File: config.mk
export PLATFORM = sky130hd
export DESIGN_NAME = json_byte_tokenizer_flat
export DESIGN_NICKNAME = d
export VERILOG_FILES = /design/src/hdl/jbt_pkg.sv /design/src/hdl/jbt_if.sv /design/src/hdl/json_byte_tokenizer.sv /design/src/hdl/jbt_scan.sv /design/src/flat_wrapper.sv
export SDC_FILE = /design/constraint.sdc
export NUM_CORES = 1
export LEC_CHECK = 0
export BUFFER_PORTS_ARGS = -buffer_cell sky130_fd_sc_hd__buf_4
export CORE_MARGIN = 2
export CORE_UTILIZATION = 41
export CTS_CLUSTER_DIAMETER = 100
export DETAILED_ROUTE_END_ITERATION = 8
export PLACE_DENSITY = 0.62
export SLEW_MARGIN = 30
export SYNTH_ARGS = -nofsm -noshare
export SYNTH_HDL_FRONTEND = slang
export SYNTH_HIERARCHICAL = 1
export SYNTH_SLANG_ARGS = --single-unit
File: constraint.sdc
create_clock -name clk -period 12.04 [get_ports clk]
set_clock_uncertainty 0.05 [all_clocks]
set_input_delay 1.806 -clock clk [delete_from_list [all_inputs] [get_ports clk]]
set_output_delay 1.806 -clock clk [all_outputs]
set_load 0.01 [all_outputs]
File: src/hdl/jbt_pkg.sv
// ----------------------------------------------------------------------------
// jbt_pkg
// Shared types, token codes, character constants and literal tables for the
// JSON byte tokenizer.
// ----------------------------------------------------------------------------
package jbt_pkg;

    localparam int OFFSET_BITS_DEF = 16;
    localparam int TOK_W           = 16;
    localparam int QUEUE_DEPTH     = 4;

    // token kinds
    localparam logic [3:0] TK_EOF      = 4'd0;
    localparam logic [3:0] TK_LBRACE   = 4'd1;
    localparam logic [3:0] TK_RBRACE   = 4'd2;
    localparam logic [3:0] TK_STRING   = 4'd3;
    localparam logic [3:0] TK_NUMBER   = 4'd4;
    localparam logic [3:0] TK_BOOLEAN  = 4'd5;
    localparam logic [3:0] TK_NULL     = 4'd6;
    localparam logic [3:0] TK_COLON    = 4'd7;
    localparam logic [3:0] TK_COMMA    = 4'd8;
    localparam logic [3:0] TK_LBRACKET = 4'd9;
    localparam logic [3:0] TK_RBRACKET = 4'd10;
    localparam logic [3:0] TK_ERROR    = 4'd11;

    // literal kinds
    localparam logic [1:0] LIT_TRUE  = 2'd0;
    localparam logic [1:0] LIT_FALSE = 2'd1;
    localparam logic [1:0] LIT_NULL  = 2'd2;

    // characters
    localparam logic [7:0] CH_NUL      = 8'h00;
    localparam logic [7:0] CH_LF       = 8'h0a;
    localparam logic [7:0] CH_CR       = 8'h0d;
    localparam logic [7:0] CH_SPACE    = 8'h20;
    localparam logic [7:0] CH_QUOTE    = 8'h22;
    localparam logic [7:0] CH_COMMA    = 8'h2c;
    localparam logic [7:0] CH_MINUS    = 8'h2d;
    localparam logic [7:0] CH_0        = 8'h30;
    localparam logic [7:0] CH_9        = 8'h39;
    localparam logic [7:0] CH_COLON    = 8'h3a;
    localparam logic [7:0] CH_LBRACKET = 8'h5b;
    localparam logic [7:0] CH_RBRACKET = 8'h5d;
    localparam logic [7:0] CH_F        = 8'h66;
    localparam logic [7:0] CH_N        = 8'h6e;
    localparam logic [7:0] CH_T        = 8'h74;
    localparam logic [7:0] CH_LBRACE   = 8'h7b;
    localparam logic [7:0] CH_RBRACE   = 8'h7d;

    localparam logic [39:0] TXT_TRUE  = {"true", 8'h00};
    localparam logic [39:0] TXT_FALSE = "false";
    localparam logic [39:0] TXT_NULL  = {"null", 8'h00};

    typedef struct packed {
        logic [3:0]       token_kind;
        logic [TOK_W-1:0] token_offset;
        logic [TOK_W-1:0] token_length;
        logic             bool_value;
        logic             offset_overflow;
        logic             last_of_run;
    } token_t;

    // tokens produced by one byte, in order
    typedef struct packed {
        token_t [1:0] tok;
        logic   [1:0] cnt;
    } scan_res_t;

    function automatic logic [2:0] lit_len(input logic [1:0] kind);
        logic [2:0] len;
        len = (kind == LIT_FALSE) ? 3'd5 : 3'd4;
        return len;
    endfunction

    function automatic logic [7:0] lit_char(input logic [1:0] kind, input logic [2:0] idx);
        logic [39:0] txt;
        logic [7:0]  ch;
        case (kind)
            LIT_TRUE:  txt = TXT_TRUE;
            LIT_FALSE: txt = TXT_FALSE;
            default:   txt = TXT_NULL;
        endcase
        case (idx)
            3'd0:    ch = txt[39:32];
            3'd1:    ch = txt[31:24];
            3'd2:    ch = txt[23:16];
            3'd3:    ch = txt[15:8];
            3'd4:    ch = txt[7:0];
            default: ch = CH_NUL;
        endcase
        return ch;
    endfunction

endpackage

File: src/hdl/jbt_if.sv
// ----------------------------------------------------------------------------
// jbt channel interfaces
// Valid/ready channels for document bytes in and tokens out.
// ----------------------------------------------------------------------------
interface text_if;
    logic       valid;
    logic       ready;
    logic [7:0] text_byte;

    modport source (output valid, output text_byte, input ready);
    modport sink   (input valid, input text_byte, output ready);
endinterface

interface token_if;
    logic        valid;
    logic        ready;
    logic [3:0]  token_kind;
    logic [15:0] token_offset;
    logic [15:0] token_length;
    logic        bool_value;
    logic        offset_overflow;
    logic        last_of_run;

    modport source (output valid, output token_kind, output token_offset,
                    output token_length, output bool_value, output offset_overflow,
                    output last_of_run, input ready);
    modport sink   (input valid, input token_kind, input token_offset,
                    input token_length, input bool_value, input offset_overflow,
                    input last_of_run, output ready);
endinterface

File: src/hdl/json_byte_tokenizer.sv
// ----------------------------------------------------------------------------
// json_byte_tokenizer
// Streaming JSON lexer: one document byte per item in, tokens out.
// ----------------------------------------------------------------------------
//  channel | dir | payload                                          | items
//  text    | in  | text_byte                                        | 1 per byte
//  token   | out | token_kind, token_offset, token_length,          | 0..2 per byte
//          |     | bool_value, offset_overflow, last_of_run         |
//
// one byte per cycle while text.ready is high; a byte is decoded in the cycle
// after it is taken and its tokens are registered into a four-entry output
// queue. a byte that yields two tokens writes both into the queue at once.
// text.ready is low while the queue could not absorb two more tokens.
// reset clears the lexer state, the offset counter and the queue.
module json_byte_tokenizer
    import jbt_pkg::*;
#(
    parameter int OFFSET_BITS = OFFSET_BITS_DEF
)
(
    input  logic     clk,
    input  logic     rst_n,
    text_if.sink     text,
    token_if.source  token
);

    localparam int QW = $clog2(QUEUE_DEPTH + 1);
    localparam int IW = $clog2(QUEUE_DEPTH);

    scan_res_t        res;
    logic             load;
    logic             pop;
    logic [QW-1:0]    cnt_reg, cnt_next;
    logic [QW-1:0]    base;
    token_t           q_reg  [QUEUE_DEPTH];
    token_t           q_next [QUEUE_DEPTH];

    jbt_scan #(
        .OFFSET_BITS (OFFSET_BITS)
    ) u_scan (
        .clk       (clk),
        .rst_n     (rst_n),
        .load      (load),
        .text_byte (text.text_byte),
        .res       (res)
    );

    // room for two more tokens after the byte now being decoded
    assign text.ready = (cnt_reg + QW'(res.cnt)) <= QW'(QUEUE_DEPTH - 2);
    assign load       = text.valid && text.ready;

    assign token.valid = (cnt_reg != '0);
    assign pop         = token.valid && token.ready;
    assign base        = cnt_reg - QW'(pop);

    always_comb
    begin
        for (int i = 0; i < QUEUE_DEPTH; i++)
        begin
            q_next[i] = q_reg[i];
        end
        if (pop)
        begin
            for (int i = 0; i < QUEUE_DEPTH - 1; i++)
            begin
                q_next[i] = q_reg[i + 1];
            end
        end
        if (res.cnt != 2'd0)
        begin
            q_next[IW'(base)] = res.tok[0];
        end
        if (res.cnt == 2'd2)
        begin
            q_next[IW'(base + QW'(1))] = res.tok[1];
        end
        cnt_next = base + QW'(res.cnt);
    end

    always_ff @(posedge clk)
    begin
        for (int i = 0; i < QUEUE_DEPTH; i++)
        begin
            q_reg[i] <= q_next[i];
        end
    end

    always_ff @(posedge clk or negedge rst_n)
    begin
        if (!rst_n)
        begin
            cnt_reg <= '0;
        end
        else
        begin
            cnt_reg <= cnt_next;
        end
    end

    assign token.token_kind      = q_reg[0].token_kind;
    assign token.token_offset    = q_reg[0].token_offset;
    assign token.token_length    = q_reg[0].token_length;
    assign token.bool_value      = q_reg[0].bool_value;
    assign token.offset_overflow = q_reg[0].offset_overflow;
    assign token.last_of_run     = q_reg[0].last_of_run;

endmodule

File: src/hdl/jbt_scan.sv
// ----------------------------------------------------------------------------
// jbt_scan
// Input byte register and lexer state; produces up to two tokens per byte
// in the cycle after the byte is loaded.
// ----------------------------------------------------------------------------
module jbt_scan
    import jbt_pkg::*;
#(
    parameter int OFFSET_BITS = OFFSET_BITS_DEF
)
(
    input  logic       clk,
    input  logic       rst_n,
    input  logic       load,
    input  logic [7:0] text_byte,
    output scan_res_t  res
);

    localparam logic [1:0] MODE_IDLE    = 2'd0;
    localparam logic [1:0] MODE_STRING  = 2'd1;
    localparam logic [1:0] MODE_NUMBER  = 2'd2;
    localparam logic [1:0] MODE_LITERAL = 2'd3;

    localparam logic [OFFSET_BITS-1:0] OFF_MAX = '1;
    localparam logic [OFFSET_BITS-1:0] OFF_ONE = {{(OFFSET_BITS-1){1'b0}}, 1'b1};

    logic [7:0]             byte_reg;
    logic                   vld_reg;
    logic [1:0]             mode_reg, mode_next;
    logic [OFFSET_BITS-1:0] off_reg, off_next;
    logic [OFFSET_BITS-1:0] ts_reg, ts_next;
    logic [1:0]             lk_reg, lk_next;
    logic [2:0]             li_reg, li_next;
    logic                   sat_reg, sat_next;

    logic [OFFSET_BITS-1:0] span;
    logic                   is_digit;
    logic                   at_max;

    // idle-path decode
    logic                   id_emit;
    logic [3:0]             id_kind;
    logic [TOK_W-1:0]       id_len;
    logic [1:0]             id_mode;
    logic [OFFSET_BITS-1:0] id_ts;
    logic [1:0]             id_lk;
    logic [2:0]             id_li;

    // pending-token path
    logic                   main_emit;
    logic [3:0]             main_kind;
    logic [TOK_W-1:0]       main_len;
    logic                   main_bool;
    logic                   run_idle;
    logic                   lit_hit;
    logic [2:0]             li_inc;
    logic                   idle_out;
    logic [1:0]             mode_step;
    token_t                 main_tok, idle_tok;

    assign span     = (off_reg >= ts_reg) ? (off_reg - ts_reg) : '0;
    assign is_digit = (byte_reg >= CH_0) && (byte_reg <= CH_9);
    assign at_max   = (off_reg == OFF_MAX);
    assign lit_hit  = (li_reg < lit_len(lk_reg)) && (byte_reg == lit_char(lk_reg, li_reg));
    assign li_inc   = li_reg + 3'd1;

    always_comb
    begin
        id_emit = 1'b0;
        id_kind = TK_ERROR;
        id_len  = TOK_W'(1);
        id_mode = MODE_IDLE;
        id_ts   = ts_reg;
        id_lk   = lk_reg;
        // a broken literal clears its match count before the byte is rescanned
        id_li   = (mode_reg == MODE_LITERAL) ? 3'd0 : li_reg;
        case (byte_reg)
            CH_NUL:
            begin
                id_emit = 1'b1;
                id_kind = TK_EOF;
                id_len  = '0;
            end
            CH_SPACE, CH_CR, CH_LF:
            begin
                id_emit = 1'b0;
            end
            CH_LBRACE:
            begin
                id_emit = 1'b1;
                id_kind = TK_LBRACE;
            end
            CH_RBRACE:
            begin
                id_emit = 1'b1;
                id_kind = TK_RBRACE;
            end
            CH_COLON:
            begin
                id_emit = 1'b1;
                id_kind = TK_COLON;
            end
            CH_COMMA:
            begin
                id_emit = 1'b1;
                id_kind = TK_COMMA;
            end
            CH_LBRACKET:
            begin
                id_emit = 1'b1;
                id_kind = TK_LBRACKET;
            end
            CH_RBRACKET:
            begin
                id_emit = 1'b1;
                id_kind = TK_RBRACKET;
            end
            CH_QUOTE:
            begin
                id_mode = MODE_STRING;
                id_ts   = at_max ? off_reg : (off_reg + OFF_ONE);
            end
            CH_T, CH_F, CH_N:
            begin
                id_mode = MODE_LITERAL;
                id_lk   = (byte_reg == CH_T) ? LIT_TRUE :
                          (byte_reg == CH_F) ? LIT_FALSE : LIT_NULL;
                id_li   = 3'd1;
                id_ts   = off_reg;
            end
            default:
            begin
                if (is_digit || (byte_reg == CH_MINUS))
                begin
                    id_mode = MODE_NUMBER;
                    id_ts   = off_reg;
                end
                else
                begin
                    id_emit = 1'b1;
                end
            end
        endcase
    end

    always_comb
    begin
        main_emit = 1'b0;
        main_kind = TK_ERROR;
        main_len  = TOK_W'(span);
        main_bool = 1'b0;
        run_idle  = 1'b0;
        mode_step = mode_reg;
        ts_next   = ts_reg;
        lk_next   = lk_reg;
        li_next   = li_reg;
        case (mode_reg)
            MODE_STRING:
            begin
                if (byte_reg == CH_QUOTE)
                begin
                    main_emit = 1'b1;
                    main_kind = TK_STRING;
                    mode_step = MODE_IDLE;
                end
                else if (byte_reg == CH_NUL)
                begin
                    main_emit = 1'b1;
                    run_idle  = 1'b1;
                end
            end
            MODE_NUMBER:
            begin
                if (!is_digit)
                begin
                    main_emit = 1'b1;
                    main_kind = TK_NUMBER;
                    run_idle  = 1'b1;
                end
            end
            MODE_LITERAL:
            begin
                if (lit_hit)
                begin
                    li_next = li_inc;
                    if (li_inc == lit_len(lk_reg))
                    begin
                        main_emit = 1'b1;
                        main_kind = lk_reg[1] ? TK_NULL : TK_BOOLEAN;
                        main_len  = TOK_W'(li_inc);
                        main_bool = (lk_reg == LIT_TRUE);
                        mode_step = MODE_IDLE;
                        li_next   = 3'd0;
                    end
                end
                else
                begin
                    main_emit = 1'b1;
                    main_len  = TOK_W'(li_reg);
                    run_idle  = 1'b1;
                end
            end
            default:
            begin
                run_idle = 1'b1;
            end
        endcase
        if (run_idle)
        begin
            mode_step = id_mode;
            ts_next   = id_ts;
            lk_next   = id_lk;
            li_next   = id_li;
        end
    end

    // offset counter; a zero byte starts a new document
    always_comb
    begin
        mode_next = mode_step;
        off_next  = off_reg + OFF_ONE;
        sat_next  = sat_reg;
        if (byte_reg == CH_NUL)
        begin
            mode_next = MODE_IDLE;
            off_next  = '0;
            sat_next  = 1'b0;
        end
        else if (at_max)
        begin
            off_next = off_reg;
            sat_next = 1'b1;
        end
    end

    assign idle_out = run_idle && id_emit;

    always_comb
    begin
        main_tok.token_kind      = main_kind;
        main_tok.token_offset    = TOK_W'(ts_reg);
        main_tok.token_length    = main_len;
        main_tok.bool_value      = main_bool;
        main_tok.offset_overflow = sat_reg;
        main_tok.last_of_run     = !idle_out;

        idle_tok.token_kind      = id_kind;
        idle_tok.token_offset    = TOK_W'(off_reg);
        idle_tok.token_length    = id_len;
        idle_tok.bool_value      = 1'b0;
        idle_tok.offset_overflow = sat_reg;
        idle_tok.last_of_run     = 1'b1;

        res.tok[0] = main_emit ? main_tok : idle_tok;
        res.tok[1] = idle_tok;
        res.cnt    = vld_reg ? {main_emit & idle_out, main_emit ^ idle_out} : 2'd0;
    end

    always_ff @(posedge clk)
    begin
        if (load)
        begin
            byte_reg <= text_byte;
        end
    end

    always_ff @(posedge clk or negedge rst_n)
    begin
        if (!rst_n)
        begin
            vld_reg  <= 1'b0;
            mode_reg <= MODE_IDLE;
            off_reg  <= '0;
            ts_reg   <= '0;
            lk_reg   <= LIT_TRUE;
            li_reg   <= 3'd0;
            sat_reg  <= 1'b0;
        end
        else
        begin
            vld_reg <= load;
            if (vld_reg)
            begin
                mode_reg <= mode_next;
                off_reg  <= off_next;
                ts_reg   <= ts_next;
                lk_reg   <= lk_next;
                li_reg   <= li_next;
                sat_reg  <= sat_next;
            end
        end
    end

endmodule
File: src/flat_wrapper.sv
// flat-port wrapper written by rule: the top's interface ports become plain ports
module json_byte_tokenizer_flat import jbt_pkg::*;
#(
    parameter int OFFSET_BITS = OFFSET_BITS_DEF
)
  (clk, rst_n, text_valid, text_text_byte, text_ready, token_valid, token_token_kind, token_token_offset, token_token_length, token_bool_value, token_offset_overflow, token_last_of_run, token_ready);
  text_if text_i ();
  token_if token_i ();
  input  logic clk;
  input  logic rst_n;
  input wire logic [$bits(text_i.valid)-1:0] text_valid;
  input wire logic [$bits(text_i.text_byte)-1:0] text_text_byte;
  output wire logic [$bits(text_i.ready)-1:0] text_ready;
  output wire logic [$bits(token_i.valid)-1:0] token_valid;
  output wire logic [$bits(token_i.token_kind)-1:0] token_token_kind;
  output wire logic [$bits(token_i.token_offset)-1:0] token_token_offset;
  output wire logic [$bits(token_i.token_length)-1:0] token_token_length;
  output wire logic [$bits(token_i.bool_value)-1:0] token_bool_value;
  output wire logic [$bits(token_i.offset_overflow)-1:0] token_offset_overflow;
  output wire logic [$bits(token_i.last_of_run)-1:0] token_last_of_run;
  input wire logic [$bits(token_i.ready)-1:0] token_ready;
  assign text_i.valid = text_valid;
  assign text_i.text_byte = text_text_byte;
  assign text_ready = text_i.ready;
  assign token_valid = token_i.valid;
  assign token_token_kind = token_i.token_kind;
  assign token_token_offset = token_i.token_offset;
  assign token_token_length = token_i.token_length;
  assign token_bool_value = token_i.bool_value;
  assign token_offset_overflow = token_i.offset_overflow;
  assign token_last_of_run = token_i.last_of_run;
  assign token_i.ready = token_ready;
  json_byte_tokenizer #(.OFFSET_BITS(OFFSET_BITS)) u_core (.clk(clk), .rst_n(rst_n), .text(text_i), .token(token_i));
endmodule
==> impl_metrics.env <==
export IMPL_arrival_ns=6.06
export IMPL_clock_insertion_delay_worst_skew_ns=0.55
export IMPL_setup_viol=0
export IMPL_placeableCoreArea_sq_mm=0.0343
export IMPL_number_of_flops_mapped_to_enable_cells_by_yosys=8
export IMPL_top_level_pins=53
export IMPL_cts_resized_gates=0
export IMPL_status="complete, no violations"
export IMPL_detailedRoute_firstIterationViolations=1301
export IMPL_post_cts_repair_setup_buffers=0
export IMPL_ir_drop_mv=0.119
export IMPL_fmaxAchievable_mhz=126
export IMPL_clkTransAtPathRegs_ns=0.06
export IMPL_critPathMaxStageDelay_ns=0.75
export IMPL_post_route_min_period_ns=7.92
export IMPL_fraction_of_registers_with_async_set_reset_pct=21.2
export IMPL_finalCritPeriodShare_pct=65.8
export IMPL_crit_chain="inv_1 > ha_1 > inv_1 > o2bb2ai_1 > o21ai_0 > mux2_2 > nor4_4 > a31oi_4 > nor2b_2 > inv_1 > ha_1 > and2_2 > buf_4 > ha_1 > inv_1 > fa_1 > inv_1 > a21oi_1 > buf_4"
export IMPL_mean_routed_wirelength_per_cell_um=20.2
export IMPL_cp_common_cell="sky130_fd_sc_hd__inv_1"
export IMPL_max_cap_violations=0
export IMPL_path_category_of_the_worst_min_delay_check="flip-flop to flip-flop"
export IMPL_most_frequent_standard_cell_in_the_layout_excluding_fill_and_tap_cells="sky130_fd_sc_hd__nand2_1"
export IMPL_timing_critical_path_from_type="flip-flop"
export IMPL_finalNonFillerCells=2241
export IMPL_netlist_area_sq_mm=0.0142
export IMPL_layout_common_cells="sky130_fd_sc_hd__nand2_1 (257), sky130_fd_sc_hd__a21oi_1 (184), sky130_fd_sc_hd__dfxtp_1 (156)"
export IMPL_floorplan_die_height_um=190
export IMPL_tritoncts="done"
export IMPL_postPlaceCellArea_sq_mm=0.0147
export IMPL_ctsRootBufferMaster="sky130_fd_sc_hd__clkbuf_16"
export IMPL_htree_levels=1
export IMPL_post_route_cells_drive_above_1_share_pct=9.29
export IMPL_num_rows=68
export IMPL_worst_setup_path_end_kind="primary output"
export IMPL_finish_instance_area_sq_mm=0.0155
export IMPL_globalplace_congestion=0.880
export IMPL_detail_routed_via_count_per_cell=6.06
export IMPL_overflow=0
export IMPL_fin_ws_ns=4.12
export IMPL_floorplan_initialDensity_pct=41.3
export IMPL_place_detailed_hpwl_um=28100
export IMPL_nFillCells=3389
export IMPL_crit_fanout=44
export IMPL_final_seq_area_sq_mm=0.00446
export IMPL_synth_cell_types=79
export IMPL_die_x_um=190
export IMPL_num_vias=13600
export IMPL_yosys_register_bits=208
export IMPL_syn_instance_count=1827
export IMPL_placedCellCount=2195
export IMPL_max_slew_worst_pin_slew_ns=0.988
export IMPL_final_hold_viol_count=0
export IMPL_worstPathRequired_ns=10.18
export IMPL_leakage_nw=6.59
export IMPL_tritoncts_num_sinks=208
export IMPL_grt_pass1_vias=12800
export IMPL_design_die_area_sq_mm=0.0361
export IMPL_max_clock_buf_depth=3
export IMPL_report_power_total_mw=3.98
export IMPL_synth_seq_area_share_pct=31.5
export IMPL_slowest_cell_on_the_critical_path="sky130_fd_sc_hd__nor2b_2"
export IMPL_num_nets_final=1812
export IMPL_critical_path_buf_inv_count=7
export IMPL_antenna_diode_count=0
export IMPL_io_buffer_count=52
export IMPL_drt_drc_violations_left=0
export IMPL_timing_max_transition_violations_final=0
export IMPL_cts_hold_fix_buffers=0
export IMPL_multi_input_comb_area_sq_mm=0.00868
export IMPL_cpLargestDelayFamily="adder cells"
export IMPL_number_of_flip_flops_in_the_largest_register=156
export IMPL_total_negative_setup_slack_ns=0
export IMPL_grt_antenna_before_repair=0
export IMPL_synth_warnings=6
export IMPL_syn_avg_cell_area_sq_um=7.76
export IMPL_rsz0062_at_grt="no"
export IMPL_maximum_number_of_pins_on_one_net_before_global_route_repair=83
export IMPL_pre_cts_slack_ns=4.68
export IMPL_drt_pass1_iter_count=7
export IMPL_postRouteAntennaNets=0
export IMPL_slew_headroom_pct=34.1
export IMPL_pwr_density_cell_mw_per_mm2=257
export IMPL_grt_pass1_wl_um=71600
export IMPL_path_type_of_the_worst_setup_path="flip-flop to primary output"
export IMPL_cts_buffers=26
export IMPL_yosys_most_used_dff="sky130_fd_sc_hd__dfxtp_1"
export IMPL_global_route_usage_total_pct=24.6
export IMPL_drt_wl_total_um=45400
export IMPL_area_growth_pct=9.47
## power breakdown
part	leakage, nW	switching, mW	total, mW	internal (mW)
Clock	0.421	0.313	0.772	0.459
Sequential	1.96	0.194	1.12	0.924
Combinational	4.21	1.27	2.09	0.819
Total	6.59	1.78	3.98	2.20
## metrics by stage
stage	util, %	hold WS (ns)
after floorplan	-	0.382
after global placement	42.6	0.390
after detailed placement	42.7	0.396
after CTS	45.2	0.404
after global routing	45.2	0.445
final	45.2	0.404
## cell families (layout without fill, tap and decap cells)
logic type / count (synthesis) / after routing / share of synthesized area [%]
simple gates: 531 / 531 / 18.8
buf+inv: 268 / 212 / 8.33
fa+ha+maj: 31 / 31 / 2.90
compound gates: 650 / 650 / 28.9
other cells: 2 / 17 / 0.0530
xor+xnor: 29 / 29 / 1.79
mux: 108 / 108 / 7.72
flops: 208 / 208 / 31.5
## worst register-to-register path, cell delays in order (launching register included)
cell and delay (ns):
sky130_fd_sc_hd__edfxtp_1 0.54, sky130_fd_sc_hd__nor4_2 0.33, sky130_fd_sc_hd__nand2_1 0.14, sky130_fd_sc_hd__nor3_4 0.54
sky130_fd_sc_hd__inv_1 0.47, sky130_fd_sc_hd__nand2_1 0.17, sky130_fd_sc_hd__o22ai_1 0.10, sky130_fd_sc_hd__a21oi_2 0.31
sky130_fd_sc_hd__nor4b_1 0.45, sky130_fd_sc_hd__ha_1 0.28, sky130_fd_sc_hd__inv_1 0.13, sky130_fd_sc_hd__nor2_4 0.13
sky130_fd_sc_hd__buf_4 0.75, sky130_fd_sc_hd__nand2b_1 0.31, sky130_fd_sc_hd__nor3_2 0.63, sky130_fd_sc_hd__buf_4 0.53
sky130_fd_sc_hd__a21oi_1 0.16, sky130_fd_sc_hd__a21oi_1 0.18
## final timing paths
kind                                                start                       end  slack (ns)  depth (start not counted)
worst max-delay path              u_core/u_scan/li_reg[2]                text_ready        4.12                         19
worst min-delay path                  u_core/q_reg[2][37]       u_core/q_reg[2][37]        0.40                          2
worst max register to register  u_core/u_scan/byte_reg[4]       u_core/q_reg[0][24]        5.77                         17
worst min register to register        u_core/q_reg[2][37]       u_core/q_reg[2][37]        0.40                          2
max in group asynchronous                           rst_n         u_core/cnt_reg[0]       10.32                          1
min in group asynchronous                           rst_n  u_core/u_scan/off_reg[8]        1.22                          1
## Yosys cell counts, drive strengths merged (5+ instances only)
library cell  count  area share (%)
nand2           258             6.8
a21oi           187             6.7
dfxtp           156              22
o21ai           156             5.5
mux2i           101             7.1
clkbuf          100             2.6
o22ai            96             4.2
inv              88             2.3
buf              80             3.4
nand2b           52             2.3
nor2b            46             2.0
dfrtp            44             7.8
nor2             43             1.2
o211ai           43             2.4
a221oi           42             2.6
a22oi            40             2.1
nand3b           40             2.1
o22a             39             2.4
ha               28             2.5
xnor2            18             1.1
nand3            17            0.60
nor3             16            0.68
and2             15            0.66
xor2             11            0.68
edfxtp            8             1.7
nor4              8            0.50
and3              7            0.31
mux2              7            0.58
nand4             7            0.31
or3               7            0.34
a22o              6            0.37
o21a              6            0.32
o31ai             6            0.32
a31oi             5            0.33
## layout make-up
type	instances	share of cell area (%)
timing repair buffer	79	4.08
inverter	88	2.13
clock buffer	35	4.88
tap	455	3.67
sequential	208	28.8
clock inverter	10	0.492
multi-input combinational	1366	56.0
## metal layers
layer	track usage [%]	share of wire, %
met1	34.4	45
met2	39.1	45
met3	3.62	7.6
met4	8.08	2.2
met5	0	0
Power figures use the tool's default switching activity.
